[src/rtl/gn2_pkg.sv]
// ----------------------------------------------------------------------------
// gn2_pkg
// Types, constants and table functions of the 2D gradient noise pipeline.
// ----------------------------------------------------------------------------
package gn2_pkg;

  localparam int PHASE_BITS_DEF = 10;
  localparam int FRAC_BITS_DEF  = 16;

  localparam int COORD_W = 32;
  localparam int GRAD_W  = 16;
  localparam int OUT_W   = 16;
  localparam int DOT_FRAC = 24;
  localparam int DOT_W   = DOT_FRAC + 3;
  localparam int N_STAGES = 15;

  localparam logic [31:0] HASH_M1 = 32'd3284157443;
  localparam logic [31:0] HASH_M2 = 32'd1911520717;
  localparam logic [31:0] HASH_M3 = 32'd2048419325;

  localparam int MAG_W       = 24;
  localparam int CLAMP_Q24   = 11744051;
  localparam int RECIP_W     = 16;
  localparam int RECIP_SHIFT = 24;
  localparam logic [RECIP_W-1:0] SCALE_RECIP =
    RECIP_W'((64'd1 << 39) / 64'd11744051);
  localparam int NUM_W  = MAG_W + 16;
  localparam int TWOC_W = 25;
  localparam logic [TWOC_W-1:0] TWO_CLAMP = TWOC_W'(2 * CLAMP_Q24);
  localparam int QC_W   = 16;

  localparam longint unsigned SC1 = 64'd1686629713;
  localparam longint unsigned SC3 = 64'd693598668;
  localparam longint unsigned SC5 = 64'd85569306;
  localparam longint unsigned SC7 = 64'd5026995;
  localparam longint unsigned SC9 = 64'd172272;

  function automatic logic [31:0] rotl16(logic [31:0] v);
    return {v[15:0], v[31:16]};
  endfunction

  // sin(pi/2 * m/Q) in Q1.15, Q = 2^(phase_bits-2)
  function automatic logic [GRAD_W-1:0] quarter_sine(int unsigned m, int phase_bits);
    longint unsigned u, u2, t, s, r;
    u  = 64'(m) << (30 - (phase_bits - 2));
    u2 = (u * u) >> 30;
    t  = SC9;
    t  = SC7 - ((u2 * t) >> 30);
    t  = SC5 - ((u2 * t) >> 30);
    t  = SC3 - ((u2 * t) >> 30);
    t  = SC1 - ((u2 * t) >> 30);
    s  = (u * t) >> 30;
    r  = (s + 64'd16384) >> 15;
    if (r > 64'd32767) r = 64'd32767;
    return GRAD_W'(r);
  endfunction

endpackage

[src/rtl/gn2_weight.sv]
// ----------------------------------------------------------------------------
// gn2_weight
// Cubic smoothstep weights for x and y, delayed to meet the corner results.
// ----------------------------------------------------------------------------
module gn2_weight #(
  parameter int FRAC_BITS = gn2_pkg::FRAC_BITS_DEF
) (
  input  logic                 clk,
  input  logic [5:0]           en,
  input  logic [FRAC_BITS-1:0] fx,
  input  logic [FRAC_BITS-1:0] fy,
  output logic [FRAC_BITS:0]   wx,
  output logic [FRAC_BITS:0]   wy
);
  import gn2_pkg::*;

  localparam logic [FRAC_BITS+1:0] THREE = (FRAC_BITS+2)'(3) << FRAC_BITS;

  logic [2*FRAC_BITS-1:0] sqx, sqy;
  logic [FRAC_BITS-1:0]   tx1, ty1, t2x1, t2y1;
  logic [FRAC_BITS+1:0]   kx, ky;
  logic [2*FRAC_BITS+1:0] px, py;
  logic [FRAC_BITS:0]     wxd [4];
  logic [FRAC_BITS:0]     wyd [4];

  assign sqx = fx * fx;
  assign sqy = fy * fy;
  assign kx  = THREE - {1'b0, tx1, 1'b0};
  assign ky  = THREE - {1'b0, ty1, 1'b0};
  assign px  = (2*FRAC_BITS+2)'(t2x1) * (2*FRAC_BITS+2)'(kx);
  assign py  = (2*FRAC_BITS+2)'(t2y1) * (2*FRAC_BITS+2)'(ky);

  always_ff @(posedge clk) begin
    if (en[0]) begin
      t2x1 <= sqx[2*FRAC_BITS-1:FRAC_BITS];
      t2y1 <= sqy[2*FRAC_BITS-1:FRAC_BITS];
      tx1  <= fx;
      ty1  <= fy;
    end
    if (en[1]) begin
      wxd[0] <= px[2*FRAC_BITS:FRAC_BITS];
      wyd[0] <= py[2*FRAC_BITS:FRAC_BITS];
    end
    for (int i = 1; i < 4; i++) begin
      if (en[i+1]) begin
        wxd[i] <= wxd[i-1];
        wyd[i] <= wyd[i-1];
      end
    end
    if (en[5]) begin
      wx <= wxd[3];
      wy <= wyd[3];
    end
  end

endmodule

[config.mk]
export PLATFORM = sky130hd
export DESIGN_NAME = gn2_weight
export DESIGN_NICKNAME = d
export VERILOG_FILES = /design/src/rtl/gn2_pkg.sv /design/src/rtl/gn2_weight.sv
export SDC_FILE = /design/constraint.sdc
export NUM_CORES = 2
export LEC_CHECK = 0
export BUFFER_PORTS_ARGS = -buffer_cell sky130_fd_sc_hd__buf_2
export CAP_MARGIN = 20
export CORE_ASPECT_RATIO = 0.8
export CORE_MARGIN = 5
export CORE_UTILIZATION = 49
export CTS_CLUSTER_DIAMETER = 150
export DETAILED_ROUTE_END_ITERATION = 8
export PLACE_DENSITY = 0.76
export SKIP_CTS_REPAIR_TIMING = 1
export SYNTH_ARGS = -nofsm -noshare
export SYNTH_HDL_FRONTEND = slang
export SYNTH_SLANG_ARGS = --single-unit
[constraint.sdc]
create_clock -name clk -period 15.56 [get_ports clk]
set_input_delay 3.89 -clock clk [delete_from_list [all_inputs] [get_ports clk]]
set_output_delay 3.89 -clock clk [all_outputs]
set_load 0.02 [all_outputs]
* After elaboration in Yosys (flattened, before gate mapping)
Memory sizes are Yosys's and may differ from the RTL's. A register that Yosys moved wholly into a read port is not among the register bits.
Cells that the tools add are included.
** Word-level totals
- Latch bits :: 0
- Bits in read-only memories :: 0
- Output and inout port bits :: 34
- Register bits :: 64
- Bits in writable memories :: 136
- Logic and storage cells :: 20
- Bits of input ports :: 39
- Memories kept :: 2
** Memory list
- wxd :: depth 4, width 17, rd ports 4, clocked after memory_dff 1, wr ports 4, RTL line gn2_weight.sv:23 : logic [FRAC_BITS:0] wxd [4];
- wyd :: depth 4, width 17, rd ports 4, clocked after memory_dff 1, wr ports 4, RTL line gn2_weight.sv:24 : logic [FRAC_BITS:0] wyd [4];
** Cells by class
- $lt $le $gt $ge :: 0
- Multiplexer cells :: 8
- Multiply operators :: 4
- Equal/unequal tests :: 0
- Shifts and indexed selects :: 0
- Reductions and logical operators :: 0
- Div/mod/pow operators :: 0
- Add/sub/neg operators :: 2
- Bitwise gates (word level) :: 0
** Operators with widths (count)
- $mul 16x18->33 :: 2
- $mul 16x16->32 :: 2
- $sub 18x17->18 const A :: 2
- $mux 1 :: 8

* Logic depth before layout (Yosys ltp)
- Word-level depth :: 2
- Depth in mapped cells :: 30
- Gate-level depth less buffers :: 28

* Worst setup path after synthesis
Ideal clock, no wire load.
- Path type :: input-to-reg
- From :: input port fy[1]
- To :: register t2y1[15], data pin
- Path buffers :: 2
- Cell stages on the path :: 24
- Data required time :: 15.301 ns
- Slack :: 5.951 ns
- Library setup time :: 0.259 ns
- Data arrival time :: 9.350 ns
- Cell sequence :: buf_2 clkbuf_1 nand2_1 fa_1 inv_1 fa_1 inv_1 fa_1 inv_1 fa_1 inv_1 fa_1 inv_1 fa_1 ha_1 and2_1 and2_1 a32oi_1 a31o_2 o21ai_1 nor2_1 o41ai_2 a21oi_1 xnor2_1
** Between the ends
- Cells in the longest elaborated chain, start to end :: 1
** RTL lines
- from (decl) :: RTL line gn2_weight.sv:11 : input logic [FRAC_BITS-1:0] fy,
- $mul 16x16->32 :: RTL line gn2_weight.sv:27 : assign sqy = fy * fy;
- via sqy[31] :: RTL line gn2_weight.sv:19 : logic [2*FRAC_BITS-1:0] sqx, sqy;
- to (signal assigned) :: RTL line gn2_weight.sv:36 : t2y1 <= sqy[2*FRAC_BITS-1:FRAC_BITS];
- to (decl) :: RTL line gn2_weight.sv:20 : logic [FRAC_BITS-1:0] tx1, ty1, t2x1, t2y1;
The timed path passes the listed nets, and every way through them passes these cells.
A chain may end at the register's enable or synchronous reset.

* Final worst setup path
- From :: input port fy[7]
- To :: register t2y1[15], data pin
The elaborated chain is that of the path after synthesis.

==> impl_summary.log <==
[metrics] max-slew violation count: 0
[metrics] outcome: completed
[metrics] Sequential Area: 0.00703 mm^2
[metrics] Synth Cell Area: 0.0380 mm^2
[metrics] async set or reset register ratio after synthesis: 0
[metrics] number of synthesized flops with an enable pin: 234
[metrics] largest fanout on the critical path: 12
[metrics] area used by multi-input combinational logic: 0.0269 mm^2
[metrics] startpoint type of the worst setup path: primary input
[metrics] post-placement cell count: 4744
[metrics] kind of cell adding the most delay to the critical path: adder cells
[metrics] unrepaired setup endpoints after global routing: no
[metrics] routability congestion estimate from global placement: 0.882
[metrics] Final #Nets: 4923
[metrics] reported max-cap violation count: 0
[metrics] Highest Clock Rate: 105 MHz
[metrics] cell depth of the worst min-delay path: 0
[metrics] type of the worst min-delay path: reg2reg
[metrics] crit end category: register
[metrics] Data arrival, critical path: 9.80 ns
[metrics] most used cell along the critical path: sky130_fd_sc_hd__inv_1
[metrics] floorplan die area: 0.0833 mm^2
[metrics] number of inserted diodes: 0
[metrics] final setup vio count: 0
[metrics] Slew @ Worst Pin: 1.04 ns
[metrics] time the worst path needs with I/O delays and setup: 9.49 ns
[metrics] headroom to the max-slew limit: 0.303
[metrics] number of nets with antenna violations after detailed routing: 0
[metrics] vias in the first global route: 26.2k
[metrics] number of rows created at floorplan: 91
[metrics] Initial Utilization: 0.494
[metrics] number of vias per cell: 5.09
[metrics] share of the yosys chip area belonging to registers: 0.185
[metrics] Max stage delay on crit path: 0.54 ns
[metrics] sum of routed wire length over all layers: 81.3 mm
[metrics] register clock-pin slew on the reported worst setup and hold paths: 0.06 ns
[metrics] total vias in the final route: 24.4k
[metrics] pin count of the biggest net entering global routing: 65
[metrics] Horiz. Die Dim: 321 um
[metrics] FF+latch count, synth: 234
[metrics] core region area: 0.0770 mm^2
[metrics] DRC violations left: 0
[metrics] fin cells: 4787
[metrics] layout overhead on the synthesized area: 5.88%
[metrics] I/O pin total: 73
[metrics] Unique masters post-synth: 74
[metrics] top_reg_cell synth: sky130_fd_sc_hd__edfxtp_1
[metrics] Max Buffers Root-to-Sink: 3
[metrics] Fillers: 6759
[metrics] count of buffering cells on the critical path with inverters included: 8
[metrics] overall routing resource usage: 0.202
[metrics] number of endpoints with negative hold slack in the final report: 0
[metrics] clock latency at the later pin of the worst-skew pair: 0.57 ns
[metrics] global-route wire length before repair: 137 mm
[metrics] clk root buf: sky130_fd_sc_hd__clkbuf_16
[metrics] worst reg2reg path depth: 26
[metrics] TritonCTS clock tree: done
[metrics] Max stage delay cell, worst path: sky130_fd_sc_hd__fa_1
[metrics] Post-DP HPWL: 67.0 mm
[metrics] total clock buffers created by CTS: 25
[metrics] Vert. Die Dim: 259 um
[metrics] initial antenna violation count: 1
[metrics] Congestion Overflow GR: 0
[metrics] Starting DRT DRC Count: 1659
[metrics] required time reported for the critical path endpoint: 15.87 ns
[metrics] number of input and output port buffers inserted: 72
[metrics] number of clock sinks: 234
[metrics] share of cells above drive strength 1: 0.0457
[metrics] routed wirelength normalized by instance count: 17.0 um
[metrics] syn avg cell area: 10.2 um^2
[metrics] drt first pass iters: 5
[metrics] Post-Route Skew: 0.0277 ns
[metrics] net count of the mapped netlist: 4908
[metrics] aggregate negative setup slack: 0 ns
[metrics] final critical-path share of the clock period: 0.610
[metrics] warnings from Yosys: 0
[metrics] cells after synthesis: 3733
[metrics] H-tree levels: 1
[metrics] depth of the critical timing path with buffers and inverters included: 25
[metrics] Critical Setup Path Class: in2reg
-- worst register-to-register path, stage by stage, from the launching register on --
cell and delay [ns]:
sky130_fd_sc_hd__edfxtp_1 0.65, sky130_fd_sc_hd__inv_1 0.15, sky130_fd_sc_hd__ha_1 0.20, sky130_fd_sc_hd__nand2b_1 0.09, sky130_fd_sc_hd__nor4_1 0.57, sky130_fd_sc_hd__or3b_1 0.52, sky130_fd_sc_hd__o31ai_4 0.69, sky130_fd_sc_hd__nand2_1 0.18
sky130_fd_sc_hd__fa_1 0.54, sky130_fd_sc_hd__fa_1 0.54, sky130_fd_sc_hd__inv_1 0.05, sky130_fd_sc_hd__fa_1 0.53, sky130_fd_sc_hd__fa_1 0.48, sky130_fd_sc_hd__fa_1 0.51, sky130_fd_sc_hd__inv_1 0.05, sky130_fd_sc_hd__fa_1 0.47
sky130_fd_sc_hd__inv_1 0.04, sky130_fd_sc_hd__ha_1 0.35, sky130_fd_sc_hd__nand4_1 0.26, sky130_fd_sc_hd__o21bai_1 0.14, sky130_fd_sc_hd__a2111oi_1 0.43, sky130_fd_sc_hd__nand3_2 0.18, sky130_fd_sc_hd__a221oi_4 0.45, sky130_fd_sc_hd__o21ai_2 0.16
sky130_fd_sc_hd__o21a_1 0.20, sky130_fd_sc_hd__nor2_1 0.11, sky130_fd_sc_hd__xnor2_1 0.28
-- through the flow --
stage	setup WS (ns)	instance area [um^2]	util	hold slack, ns
finish	6.07	40200	0.523	0.416
floorplan	5.95	38000	-	0.400
CTS	6.09	40200	0.523	0.417
detailed placement	5.50	39500	0.513	0.405
global route	5.76	40200	0.523	0.421
global placement	5.63	39500	0.513	0.402
-- final cells by class --
| cell class | count | area share |
|---|---|---|
| Sequential cell | 234 | 0.175 |
| Inverter | 985 | 0.0919 |
| Timing Repair Buffer | 95 | 0.0132 |
| Clock inverter | 15 | 0.00323 |
| Tap cell | 1023 | 0.0318 |
| Multi-Input combinational cell | 2407 | 0.669 |
| Clock buffer | 28 | 0.0158 |
-- placed cells by master, fill, tap and decap left out, types with 11 or more instances in the layout --
cell | Yosys | layout
sky130_fd_sc_hd__xor2_1 | 32 | 31
sky130_fd_sc_hd__and2_1 | 348 | 348
sky130_fd_sc_hd__buf_4 | 1 | 23
sky130_fd_sc_hd__buf_2 | 6 | 72
sky130_fd_sc_hd__a21o_1 | 17 | 17
sky130_fd_sc_hd__nor2b_1 | 14 | 14
sky130_fd_sc_hd__xnor2_1 | 73 | 65
sky130_fd_sc_hd__nor2_1 | 91 | 91
sky130_fd_sc_hd__o21ai_0 | 24 | 24
sky130_fd_sc_hd__edfxtp_1 | 234 | 234
sky130_fd_sc_hd__nand3_1 | 18 | 18
sky130_fd_sc_hd__ha_1 | 396 | 396
sky130_fd_sc_hd__a21oi_1 | 48 | 48
sky130_fd_sc_hd__fa_1 | 740 | 740
sky130_fd_sc_hd__and3_1 | 11 | 11
sky130_fd_sc_hd__inv_1 | 985 | 985
sky130_fd_sc_hd__o21a_1 | 12 | 12
sky130_fd_sc_hd__clkbuf_16 | 0 | 25
sky130_fd_sc_hd__nand2_1 | 431 | 431
sky130_fd_sc_hd__nor3_1 | 16 | 16
-- cell families after synthesis --
kind of cell | count (synthesis) | synth area share
AO/OA/AOI/OAI | 172 | 0.0326
XOR/XNOR | 107 | 0.0250
adder cells (fa/ha/maj) | 1136 | 0.520
buffers and inverters | 1092 | 0.108
flip-flops | 234 | 0.185
multiplexers | 3 | 0.000856
AND/OR/NAND/NOR | 989 | 0.129
-- cell usage after synthesis (7+ instances only) --
library cell / number / share of area
sky130_fd_sc_hd__o21ai_0: 24 / 0.0032
sky130_fd_sc_hd__a21oi_1: 48 / 0.0063
sky130_fd_sc_hd__nor4_1: 7 / 0.0012
sky130_fd_sc_hd__nand4_1: 8 / 0.0013
sky130_fd_sc_hd__fa_1: 740 / 0.39
sky130_fd_sc_hd__o21a_1: 12 / 0.0024
sky130_fd_sc_hd__xnor2_1: 73 / 0.017
sky130_fd_sc_hd__and2_1: 348 / 0.057
sky130_fd_sc_hd__ha_1: 396 / 0.13
sky130_fd_sc_hd__nand2_1: 431 / 0.043
sky130_fd_sc_hd__o21bai_1: 9 / 0.0018
sky130_fd_sc_hd__or3_1: 10 / 0.0016
sky130_fd_sc_hd__a21o_1: 17 / 0.0034
sky130_fd_sc_hd__nor3_1: 16 / 0.0021
sky130_fd_sc_hd__xor2_1: 32 / 0.0074
sky130_fd_sc_hd__nor2_1: 91 / 0.0090
sky130_fd_sc_hd__nor2b_1: 14 / 0.0023
sky130_fd_sc_hd__clkbuf_1: 100 / 0.0099
sky130_fd_sc_hd__nand3_1: 18 / 0.0024
sky130_fd_sc_hd__and3_1: 11 / 0.0018
sky130_fd_sc_hd__nand2b_1: 9 / 0.0015
sky130_fd_sc_hd__inv_1: 985 / 0.097
sky130_fd_sc_hd__edfxtp_1: 234 / 0.18
-- state kept, by name (all words and copies together) (netlist names) --
signal	cells
wxd	68
wyd	68
wx	17
wy	17
t2x1	16
t2y1	16
tx1	16
ty1	16
-- per-layer routing --
layer / global-route usage / share of wire / vias to the layer above
li1: - / - / 11191
met1: 0.301 / 0.45 / 12214
met2: 0.311 / 0.44 / 879
met3: 0.0460 / 0.088 / 83
met4: 0.0345 / 0.017 / 0
met5: 0 / 0 / -
-- path summary, 6_finish.rpt --
check / slack, ns / endpoint / from
max: 6.07 / t2y1[15]$_DFFE_PP_ / fy[7]
min: 0.42 / wyd[2][3]$_DFFE_PP_ / wyd[1][3]$_DFFE_PP_
max reg2reg: 6.47 / wyd[0][15]$_DFFE_PP_ / ty1[0]$_DFFE_PP_
min reg2reg: 0.42 / wyd[2][3]$_DFFE_PP_ / wyd[1][3]$_DFFE_PP_
Power is not shown: default switching activity piles up to over one toggle a cycle in this logic, so the estimate is an artifact.
